`src/rtl/hvt_pkg.sv`:
```
// Shared types, widths and constants of the homogeneous vertex transform.
package hvt_pkg;

  localparam int FRAC_BITS = 16;
  localparam int COORD_W   = 32;
  localparam int NUM_REGS  = 8;
  localparam int CFG_IDX_W = $clog2(NUM_REGS);
  localparam int REG_W     = 64;
  localparam int PROD_W    = 2 * COORD_W;
  // Row sums: three full products plus translation, kept exact.
  localparam int ROW_W     = PROD_W + 3;
  localparam int MAG_W     = ROW_W - 1;
  localparam int REM_W     = MAG_W + 1;
  localparam int DIV_STEPS = COORD_W;
  localparam int Q_DEPTH   = 4;
  localparam int Q_PTR_W   = $clog2(Q_DEPTH);

  localparam logic [REG_W-1:0] ONE_FX = REG_W'(1) << FRAC_BITS;

  typedef enum logic {
    OP_POINT     = 1'b0,
    OP_DIRECTION = 1'b1
  } op_t;

  typedef logic [NUM_REGS-1:0][REG_W-1:0] matrix_t;

  // Identity matrix, register 7 first.
  localparam matrix_t MATRIX_RESET = {
    ONE_FX,            REG_W'(0),
    ONE_FX << COORD_W, REG_W'(0),
    REG_W'(0),         ONE_FX,
    REG_W'(0),         ONE_FX << COORD_W
  };

  typedef struct packed {
    op_t                        operation;
    logic signed [COORD_W-1:0]  coord_x;
    logic signed [COORD_W-1:0]  coord_y;
    logic signed [COORD_W-1:0]  coord_z;
  } in_item_t;

  typedef struct packed {
    logic signed [COORD_W-1:0]  result_x;
    logic signed [COORD_W-1:0]  result_y;
    logic signed [COORD_W-1:0]  result_z;
    logic                       zero_divisor;
    logic                       saturated;
  } out_item_t;

  typedef struct packed {
    op_t                        operation;
    logic signed [ROW_W-1:0]    row_x;
    logic signed [ROW_W-1:0]    row_y;
    logic signed [ROW_W-1:0]    row_z;
    logic signed [ROW_W-1:0]    row_w;
  } row_item_t;

  typedef struct packed {
    logic full;
    logic empty;
  } q_status_t;

endpackage

```
`src/rtl/hvt_queue.sv`:
```
// Short queue of row sums between front and back end.
module hvt_queue (
  input  logic               clk,
  input  logic               rst_n,
  input  logic               push,
  input  hvt_pkg::row_item_t push_data,
  input  logic               pop,
  output hvt_pkg::row_item_t head,
  output hvt_pkg::q_status_t status
);
  import hvt_pkg::*;

  row_item_t            mem_r [Q_DEPTH];
  logic [Q_PTR_W-1:0]   wr_ptr_r;
  logic [Q_PTR_W-1:0]   rd_ptr_r;
  logic [Q_PTR_W:0]     count_r;

  assign head         = mem_r[rd_ptr_r];
  assign status.full  = (count_r == (Q_PTR_W + 1)'(Q_DEPTH));
  assign status.empty = (count_r == '0);

  always_ff @(posedge clk) begin
    if (!rst_n) begin
      wr_ptr_r <= '0;
      rd_ptr_r <= '0;
      count_r  <= '0;
    end else begin
      if (push) wr_ptr_r <= wr_ptr_r + 1'b1;
      if (pop)  rd_ptr_r <= rd_ptr_r + 1'b1;
      count_r <= count_r + (Q_PTR_W + 1)'(push) - (Q_PTR_W + 1)'(pop);
    end
    if (push) mem_r[wr_ptr_r] <= push_data;
  end

  a_no_pop_empty: assert property (@(posedge clk) disable iff (!rst_n)
    !(pop && status.empty)) else $error("pop from empty queue");
  a_no_push_full: assert property (@(posedge clk) disable iff (!rst_n)
    !(push && status.full)) else $error("push into full queue");
  a_count_bound: assert property (@(posedge clk) disable iff (!rst_n)
    count_r <= (Q_PTR_W + 1)'(Q_DEPTH)) else $error("queue count out of range");

endmodule

```
`config.mk`:
```
export PLATFORM = sky130hd
export DESIGN_NAME = hvt_queue
export DESIGN_NICKNAME = d
export VERILOG_FILES = /design/src/rtl/hvt_pkg.sv /design/src/rtl/hvt_queue.sv
export SDC_FILE = /design/constraint.sdc
export NUM_CORES = 1
export LEC_CHECK = 0
export BUFFER_PORTS_ARGS = -buffer_cell sky130_fd_sc_hd__buf_2
export CAP_MARGIN = 10
export CORE_UTILIZATION = 60
export CTS_CLUSTER_SIZE = 12
export DETAILED_ROUTE_END_ITERATION = 8
export PLACE_DENSITY = 0.9
export SLEW_MARGIN = 25
export SYNTH_ARGS = -nofsm -noshare
export SYNTH_HDL_FRONTEND = slang
export SYNTH_SLANG_ARGS = --single-unit
```
`constraint.sdc`:
```
create_clock -name clk -period 16 [get_ports clk]
set_input_delay 3.2 -clock clk [delete_from_list [all_inputs] [get_ports clk]]
set_output_delay 3.2 -clock clk [all_outputs]
set_load 0.05 [all_outputs]
```
# == Yosys cells after proc, flatten, opt, wreduce, memory -nomap -nowiden ==
# Memory sizes are Yosys's and may differ from the RTL's. A register that Yosys moved wholly into a read port is not among the register bits.
# Cells that the tools add are included.
# op_classes
addsub,4
n_lt_le_gt_ge,0
n_bitwise,0
multipliers,0
div_mod_pow,0
mux,4
shift,0
n_eq_ne,1
n_reduce_logical,1
# op_table
cell,n
$add 2x1->2 const B,2
$mux 2,2
$add 3x1->3,1
$eq 3x3->1 const B,1
$logic_not 3->1,1
$sub 3x1->3,1
$mux 1,2
# totals
ff_bits,7
mem_count,1
rom_bits,0
elab_cells,14
latchBits,0
in_bits,273
output_inout_bits,271
mem_bits_rw,1076
# mem_list
name,words,width,rd,rd_clocked_by_memory_dff,write_ports,line_no,text
mem_r,4,269,1,1,1,hvt_queue.sv:13,row_item_t mem_r [Q_DEPTH];

# == Logic depth before layout (Yosys ltp) ==
# Gate-level depths: netlist of the first run.
# logic_depth
word_depth,3
mapped_depth,7
mapped_depth_nobuf,7

# == Least setup slack after synthesis of the first run ==
# Ideal clock, no wire load.
# synth_path
path_kind,input-to-reg
startpoint,in push
endpoint,"mem mem_r[0][0] in the netlist's numbering, enable pin"
stages,1
path_slack_ps,6061
n_path_buf,0
t_arrival_ps,9275
cell_sequence,and2_1
# synth_between
elab_chain_cells,2
# synth_rtl
element,line_no,text
from (decl),hvt_queue.sv:5,"input logic push,"
$mux 1,hvt_queue.sv:32,if (push) mem_r[wr_ptr_r] <= push_data;
$mux 1 (not written as such),hvt_queue.sv:32,
to (decl),hvt_queue.sv:13,
# Every way passes these cells.

==> flow_metrics.py, run 1 <==
metrics = {
    "run_status": {
        "outcome": "completed",
    },
    "die": {
        "die_area_um2": 66500,
        "rows": 93,
        "dieHeight_um": 258,
        "start_util_pct": 60.8,
        "die-width_um": 258,
        "coreArea_um2": 64600,
        "pin_count": 544,
    },
    "route": {
        "route.detailed.drc": 0,
        "vias": 18600,
        "drt-wirelength-per-cell_um": 30.1,
        "vias_per_cell": 6.21,
        "antenna_left": 0,
        "drt_first_iter_violations": 2149,
        "totalWireLength_um": 90000,
        "dr.pass1.iters": 6,
    },
    "worst_setup_path": {
        "ff2ff_path_depth": 5,
        "timing.rr.start": "wr_ptr_r[0]",
        "setup.worst_path.end_class": "output port",
        "cp.arrival_ns": 4.65,
        "cp-endpoint": "head[132]",
        "critPathKind": "reg -> out",
        "timing.rr.end": "mem_r[2][139]",
        "r2r_slack_ns": 12.15,
        "worstPathMaxFanout": 50,
        "start_kind": "flip-flop",
        "crit_required_ns": 12.80,
    },
    "finish": {
        "final_area_um2": 45900,
        "final_common_cell": "edfxtp_1",
        "instances_no_fill": 2991,
        "num-fill-cells": 3511,
        "area_growth_pct": 17.0,
        "final_cell_mix": "edfxtp_1 (1,076), buf_2 (543), mux4_2 (269)",
        "nets": 2338,
        "drive_above_1_share_pct": 45.6,
    },
    "cts": {
        "numCtsBuffers": 105,
        "cts_setup_buffers": 0,
        "path_clk_slew_ns": 0.06,
        "cts_tree": "yes",
        "postCtsResizedCells": 0,
        "clk_latency_ns": 0.67,
        "clkSinkCount": 1085,
        "cts_max_level": 3,
        "cts_buffer_depth": 3,
        "hold_buffers": 0,
        "cts_root_buf": "clkbuf_16",
    },
    "global_routing": {
        "grt_pass1_wl_um": 128000,
        "grt_usage_pct": 26.9,
        "grt-ovfl-total": 0,
        "antenna_found_initial": 29,
        "grt_max_degree": 165,
        "grt_pass1_vias": 19900,
    },
    "synthesis": {
        "syn-cell-area_um2": 39300,
        "synth.top_cell.area_share_pct": 82.3,
        "syn-num-nets": 1728,
        "muxShareOfSynthArea_pct": 15.5,
        "synthXorXnorAreaFrac_pct": 0.105,
        "netlist_top_cells_area": "edfxtp_1 (82%), mux4_2 (15%), buf_6 (0.72%), dfxtp_1 (0.46%), buf_2 (0.36%)",
        "yosys.area.top_type": "edfxtp_1",
        "syn_inst": 1448,
        "synth_top_family_by_area": "multiplexers",
        "syn_area_per_cell_um2": 27.1,
        "seq_area_frac_synth_pct": 82.8,
        "synthSimpleGateAreaFrac_pct": 0.191,
        "ys_warn_count": 0,
        "synth_compound_area_share_pct": 0.0382,
        "yosysUniqueCellTypes": 19,
        "synthAdderAreaFrac_pct": 0.242,
        "synth_seq_cells": 1085,
    },
    "timing": {
        "rsz0062_at_grt": "no",
        "hold_viol": 0,
        "slew_violations": 0,
        "max_freq_mhz": 127,
        "max-slew-margin-rel_pct": 27.5,
        "finalCriticalPeriod_ns": 7.85,
        "tightest_slew_ns": 1.09,
        "post-route-period-util_pct": 49.0,
        "final-setup-viol-count": 0,
        "layout_setup_ws_ns": 8.15,
        "final.setup.tns_ns": 0,
        "fin_worst_skew_ns": 0.0441,
    },
    "power": {
        "power.density_nw_per_um2": 141,
        "peakVddDrop_mv": 0.130,
        "leakagePower_uw": 0.0153,
        "total_power_uw": 6470,
    },
    "run": {
        "drv_cap": 0,
    },
    "min_path": {
        "hold_class": "reg -> reg",
    },
    "placed_design": {
        "postPlaceCellArea_um2": 42800,
        "pre_cts_ws_ns": 8.42,
        "port_buffers": 543,
        "numPlacedInstances": 2806,
        "dpl.hpwl_um": 50400,
        "gp_congestion": 0.802,
    },
}
==> routing by layer <==
layer	wire (µm)	share of wire, %	vias to the layer above	track usage (%)
met2	48900	54	1080	47.3
met3	7120	7.9	217	6.52
met1	30500	34	9738	31.9
li1	-	-	7523	-
met5	91	0.10	-	0
met4	3440	3.8	14	11.0
==> critical path: stages (launching register included) <==
cell and delay (ns):
dfxtp_4 0.78, buf_4 0.71, buf_4 0.82, buf_6 0.66
mux4_2 0.63, buf_2 0.23
==> kinds of logic after synthesis <==
group | count (synthesis)
buffers and inverters | 67
AND/OR/NAND/NOR | 14
flip-flops | 1085
XOR/XNOR | 3
AO/OA/AOI/OAI | 2
multiplexers | 270
adder cells (fa/ha/maj) | 7
==> worst min path at each step <==
stage	startpoint	end	slack (ns)	cells after the start
2_1_floorplan	rd_ptr_r[1]	flip-flop	0.50	2
3_3_place_gp	rd_ptr_r[0]	flip-flop	0.50	2
3_5_place_dp	rd_ptr_r[1]	flip-flop	0.53	2
4_1_cts	wr_ptr_r[0]	wr_ptr_r[0]	0.60	2
5_1_grt	wr_ptr_r[0]	wr_ptr_r[0]	0.62	2
6_report	wr_ptr_r[0]	wr_ptr_r[0]	0.62	2
==> cell usage after synthesis, drive strengths merged <==
library cell and count:
nand3b 1, xor3 1, mux4 269, a21oi 1
and2 6, nor3 1, clkbuf 7, buf 53
and3 1, ha 6, inv 7, fa 1
a21bo 1, nor2 5, xnor2 2, dfxtp 9
edfxtp 1076, mux2i 1
==> sequential cells by signal (all words and copies together), names as in the netlist, named ones only <==
name and cells:
mem_r 1076, rd_ptr_r 2, count_r 3, wr_ptr_r 2
==> report_power, final <==
group          internal [µW]  switching [µW]  total (µW)  leakage, µW
sequential              3270            48.0        3320      0.00996
combinational            254             650         905      0.00387
clock                   1240            1000        2240      0.00147
==> layout make-up <==
| type | count | area, µm² | share of cell area (%) |
|---|---|---|---|
| inverter | 7 | 26.3 | 0.0572 |
| antenna | 27 | 67.6 | 0.147 |
| tap | 855 | 1070 | 2.33 |
| clock inverter | 16 | 236 | 0.515 |
| sequential | 1085 | 32500 | 70.8 |
| clock buffer | 142 | 2820 | 6.14 |
| multi-input combinational | 296 | 6300 | 13.7 |
| timing repair buffer | 563 | 2900 | 6.32 |
==> stage by stage <==
step	utilization [%]	hold WS (ns)
final	71.1	0.618
after floorplan	-	0.499
after global placement	66.3	0.504
after detailed placement	66.3	0.532
after CTS	71.0	0.597
after global routing	71.1	0.617
Power figures use the tool's default switching activity.
==> run 2: changes to the inputs <==
- CORE_UTILIZATION: 60 -> 51
- PLACE_DENSITY: 0.9 -> 0.82
- clock period: 16 -> 6.4 ns (I/O delays scaled with it)
==> flow_metrics.py, run 2 (synthesized netlist as in run 1, its figures left out) <==
metrics = {
    "worst_setup_path": {
        "crit_buf_inv": 2,
        "r2r_slack_ns": 3.89,
        "timing.rr.end": "mem_r[1][209]",
        "start_kind": "flip-flop",
        "setup.worst_path.end_class": "output port",
        "ff2ff_path_depth": 4,
        "cp_cell_sequence": "buf_4, mux4_2, buf_2",
        "cp.arrival_ns": 3.08,
        "crit_required_ns": 5.12,
        "cpLargestDelayFamily": "flip-flops",
        "critPathKind": "reg -> out",
        "cp_slowest_stage_delay_ns": 0.98,
        "timing.rr.start": "wr_ptr_r[1]",
        "cp_slowest_cell": "dfxtp_4",
        "worstPathMaxFanout": 45,
    },
    "placed_design": {
        "gp_congestion": 0.775,
        "dpl.hpwl_um": 48000,
        "pre_cts_ws_ns": 2.61,
        "port_buffers": 543,
    },
    "cts": {
        "cts_buffer_depth": 3,
        "postCtsResizedCells": 0,
        "clkSinkCount": 1085,
        "hold_buffers": 0,
        "cts_max_level": 3,
        "path_clk_slew_ns": 0.06,
        "numCtsBuffers": 105,
        "cts_root_buf": "clkbuf_16",
        "clk_latency_ns": 0.66,
        "cts_tree": "yes",
        "cts_setup_buffers": 0,
    },
    "finish": {
        "final_cell_mix": "edfxtp_1 (1,076), buf_2 (543), mux4_2 (269)",
        "drive_above_1_share_pct": 45.3,
        "num-fill-cells": 5133,
        "largest_reg_flops": 1076,
        "area_growth_pct": 17.8,
        "reg_top3": "mem_r x1076, count_r x3",
        "regMostFlops": "mem_r",
        "nets": 2338,
        "final_common_cell": "edfxtp_1",
    },
    "die": {
        "start_util_pct": 51.6,
        "die-width_um": 279,
        "dieHeight_um": 279,
        "coreArea_um2": 76100,
        "die_area_um2": 78100,
        "pin_count": 544,
        "rows": 101,
    },
    "run_status": {
        "outcome": "completed",
    },
    "global_routing": {
        "grt-ovfl-total": 0,
        "grt_pass1_vias": 19000,
        "grt_max_degree": 122,
        "grt_usage_pct": 20.4,
        "grt_pass1_wl_um": 118000,
        "antenna_found_initial": 26,
    },
    "route": {
        "totalWireLength_um": 79900,
        "drt-wirelength-per-cell_um": 25.2,
        "vias": 17700,
        "dr.pass1.iters": 6,
        "drt_first_iter_violations": 1505,
        "antenna_left": 0,
        "vias_per_cell": 5.59,
        "route.detailed.drc": 0,
    },
    "run": {
        "drv_cap": 0,
    },
    "timing": {
        "final.setup.tns_ns": 0,
        "max_freq_mhz": 229,
        "hold_viol": 0,
        "fin_worst_skew_ns": 0.0452,
        "finalCriticalPeriod_ns": 4.36,
        "post-route-period-util_pct": 68.2,
        "max-slew-margin-rel_pct": 36.7,
        "rsz0062_at_grt": "no",
        "slew_violations": 0,
        "layout_setup_ws_ns": 2.04,
        "tightest_slew_ns": 0.950,
        "final-setup-viol-count": 0,
    },
    "min_path": {
        "hold_class": "reg -> reg",
        "worst_hold_path.endpoint": "rd_ptr_r[1]",
        "hold_depth": 2,
        "hold_start": "rd_ptr_r[1]",
    },
    "power": {
        "peakVddDrop_mv": 0.323,
        "power.density_nw_per_um2": 346,
        "leakagePower_uw": 0.0153,
    },
}
-- run 2: worst max path at each step --
stage                     startpoint     endpoint  cells past startpoint
after CTS                  flip-flop    head[196]                      3
after global placement     flip-flop    head[132]                      3
after detailed placement   flip-flop    head[196]                      3
after global routing       flip-flop     head[39]                      3
final                      flip-flop     head[39]                      3
after floorplan                 push  mem_r[1][0]                      1
-- run 2: worst register-to-register path, delay by kind of cell (launching register included) --
family | cells | cell delay, ns
buffers and inverters | 2 | 0.68
flip-flops | 1 | 0.35
adder cells (fa/ha/maj) | 1 | 0.16
AND/OR/NAND/NOR | 1 | 0.65
-- run 2: metal layers --
layer,track usage (%),part of all wire (%)
met1,23.7,35
met2,35.5,53
met3,5.92,8.3
met4,8.08,3.7
met5,0,0.11
-- run 2: final cells by class --
type,instances,area [µm²],area share [%]
timing repair buffer,563,3050,6.59
sequential,1085,32500,70.3
clock inverter,21,226,0.490
inverter,7,26.3,0.0568
clock buffer,147,2810,6.06
multi-input combinational,296,6300,13.6
tap,1030,1290,2.79
antenna,22,55.1,0.119
-- run 2: power by group --
part           internal (µW)  switching [µW]  leakage [µW]
combinational            649            1570       0.00391
sequential              8180             108       0.00996
clock                   3050            2470       0.00144
total                  11900            4150        0.0153
-- run 2: through the flow --
step | hold slack [ns] | cells | utilization (%) | power [µW] | instance area [µm²]
detailed placement | 0.529 | 2981 | 56.7 | 10700 | 43200
floorplan | 0.499 | 1448 | - | 10100 | 39300
finish | 0.551 | 3171 | 60.8 | 16000 | 46300
global placement | 0.502 | 2980 | 56.7 | 10600 | 43100
global route | 0.577 | 3166 | 60.8 | 16500 | 46200
CTS | 0.549 | 3149 | 60.7 | 16200 | 46200
==> run 3: changes to the inputs <==
- CORE_UTILIZATION: 51 -> 57
- PLACE_DENSITY: 0.82 -> 0.86
- clock period: 6.4 -> 4.6 ns (I/O delays scaled with it)
==> flow_metrics.py, run 3 (synthesized netlist as in run 1, its figures left out) <==
metrics = {
    "worst_setup_path": {
        "timing.rr.start": "wr_ptr_r[0]",
        "ff2ff_path_depth": 3,
        "crit_required_ns": 3.68,
        "r2r_slack_ns": 2.33,
        "cp.arrival_ns": 2.88,
        "setup.worst_path.end_class": "output port",
        "critPathKind": "reg -> out",
        "start_kind": "flip-flop",
        "worstPathMaxFanout": 38,
        "timing.rr.end": "mem_r[3][52]",
    },
    "finish": {
        "num-fill-cells": 3865,
        "regMostFlops": "mem_r",
        "seqCellArea_um2": 32500,
        "instances_no_fill": 3040,
        "largest_reg_flops": 1076,
        "final_common_cell": "edfxtp_1",
        "reg_top3": "mem_r x1076, count_r x3",
        "drive_above_1_share_pct": 46.3,
        "nets": 2366,
        "area_growth_pct": 18.4,
        "multi_input_area_um2": 6300,
        "final_area_um2": 46500,
        "final_cell_mix": "edfxtp_1 (1,076), buf_2 (543), mux4_2 (269)",
    },
    "global_routing": {
        "grt_pass1_wl_um": 123000,
        "grt-ovfl-total": 0,
        "grt_pass1_vias": 19300,
        "grt_usage_pct": 24.5,
        "antenna_found_initial": 35,
        "grt_max_degree": 81,
    },
    "timing": {
        "final.setup.tns_ns": 0,
        "finalCriticalPeriod_ns": 3.80,
        "whs_ns": 0.464,
        "tightest_slew_ns": 0.975,
        "max_freq_mhz": 263,
        "layout_setup_ws_ns": 0.797,
        "hold_viol": 0,
        "final-setup-viol-count": 0,
        "slew_violations": 0,
        "fin_worst_skew_ns": 0.0369,
        "post-route-period-util_pct": 82.7,
        "max-slew-margin-rel_pct": 35.0,
        "rsz0062_at_grt": "no",
    },
    "route": {
        "drt_first_iter_violations": 1718,
        "antenna_left": 0,
        "drt-wirelength-per-cell_um": 28.2,
        "totalWireLength_um": 85800,
        "dr.pass1.iters": 5,
        "vias": 18100,
        "vias_per_cell": 5.96,
        "route.detailed.drc": 0,
    },
    "cts": {
        "postCtsResizedCells": 0,
        "cts_root_buf": "clkbuf_16",
        "clk_latency_ns": 0.66,
        "cts_tree": "yes",
        "cts_buffer_depth": 3,
        "numCtsBuffers": 107,
        "cts_setup_buffers": 0,
        "hold_buffers": 0,
        "clkSinkCount": 1085,
        "path_clk_slew_ns": 0.06,
        "cts_max_level": 3,
    },
    "min_path": {
        "hold_class": "in -> reg",
        "hold_start": "push_data[14]",
        "worst_hold_path.endpoint": "mem_r[2][14]",
        "hold_depth": 1,
    },
    "placed_design": {
        "numPlacedInstances": 2850,
        "dpl.hpwl_um": 51400,
        "pre_cts_ws_ns": 1.41,
        "gp_congestion": 0.802,
        "postPlaceCellArea_um2": 43300,
        "port_buffers": 543,
    },
    "power": {
        "p_comb_share_pct": 14.1,
        "leakagePower_uw": 0.0155,
        "swShare_pct": 25.9,
        "power.density_nw_per_um2": 485,
        "peakVddDrop_mv": 0.493,
        "switchingPower_uw": 5850,
        "intPower_uw": 16700,
        "p_seq_share_pct": 51.1,
        "clkPwrFrac_pct": 34.8,
    },
    "die": {
        "rows": 95,
        "die_area_um2": 69900,
        "start_util_pct": 58.0,
        "pin_count": 544,
        "die-width_um": 264,
        "coreArea_um2": 67600,
        "dieHeight_um": 264,
    },
    "run": {
        "drv_cap": 0,
    },
    "run_status": {
        "outcome": "completed",
    },
}
run 3: changes by cell type in the layout (fill, tap and decap cells not counted), sizes merged:
cell	before	now
buf	563	589
clkbuf	147	134
clkinv	15	24
diode	22	25
bufinv	0	2
clkinvlp	3	1
inv	10	11
run 3: power groups by stage:
| stage | logic [µW] | registers, µW | clock network [µW] |
|---|---|---|---|
| after floorplan | 2310 | 11700 | 0 |
| after global placement | 3100 | 11700 | 0 |
| after detailed placement | 3160 | 11700 | 0 |
| after CTS | 3200 | 11500 | 7980 |
| after global routing | 3290 | 11600 | 8330 |
| final | 3180 | 11500 | 7860 |
run 3: critical path: stages, from the launching register on:
cell and delay (ns):
dfxtp_4 0.95, buf_4 0.43, mux4_2 0.58, buf_2 0.23
run 3: stage by stage:
step                      power (µW)  util [%]
after floorplan                14000         -
after global placement         14800      64.0
after detailed placement       14900      64.0
after CTS                      22700      68.6
after global routing           23200      68.7
final                          22600      68.7
run 3: worst max-delay path by stage:
stage	start	end	slack, ns	cells after the start
after floorplan	push	mem_r[0][0]	1.37	1
after detailed placement	flip-flop	head[142]	1.41	3
after global placement	flip-flop	head[137]	1.41	3
after CTS	flip-flop	head[132]	0.66	3
after global routing	flip-flop	head[132]	0.60	3
final	flip-flop	head[132]	0.80	3
run 3: layout make-up:
cell class	instances	share of cell area (%)
clock inverters	31	0.651
diodes	25	0.135
repair buffers	589	7.30
clock buffers	134	6.04
well taps	873	2.35
inverters	7	0.0565
flip-flops and latches	1085	69.9
multi-input cells	296	13.6
run 3: metal layers:
metal | vias to the layer above | GRT usage [%] | share of wire, %
li1 | 7584 | - | -
met5 | - | 0 | 0.25
met3 | 197 | 7.77 | 8.6
met2 | 894 | 41.8 | 53
met4 | 34 | 9.54 | 3.6
met1 | 9412 | 29.0 | 35
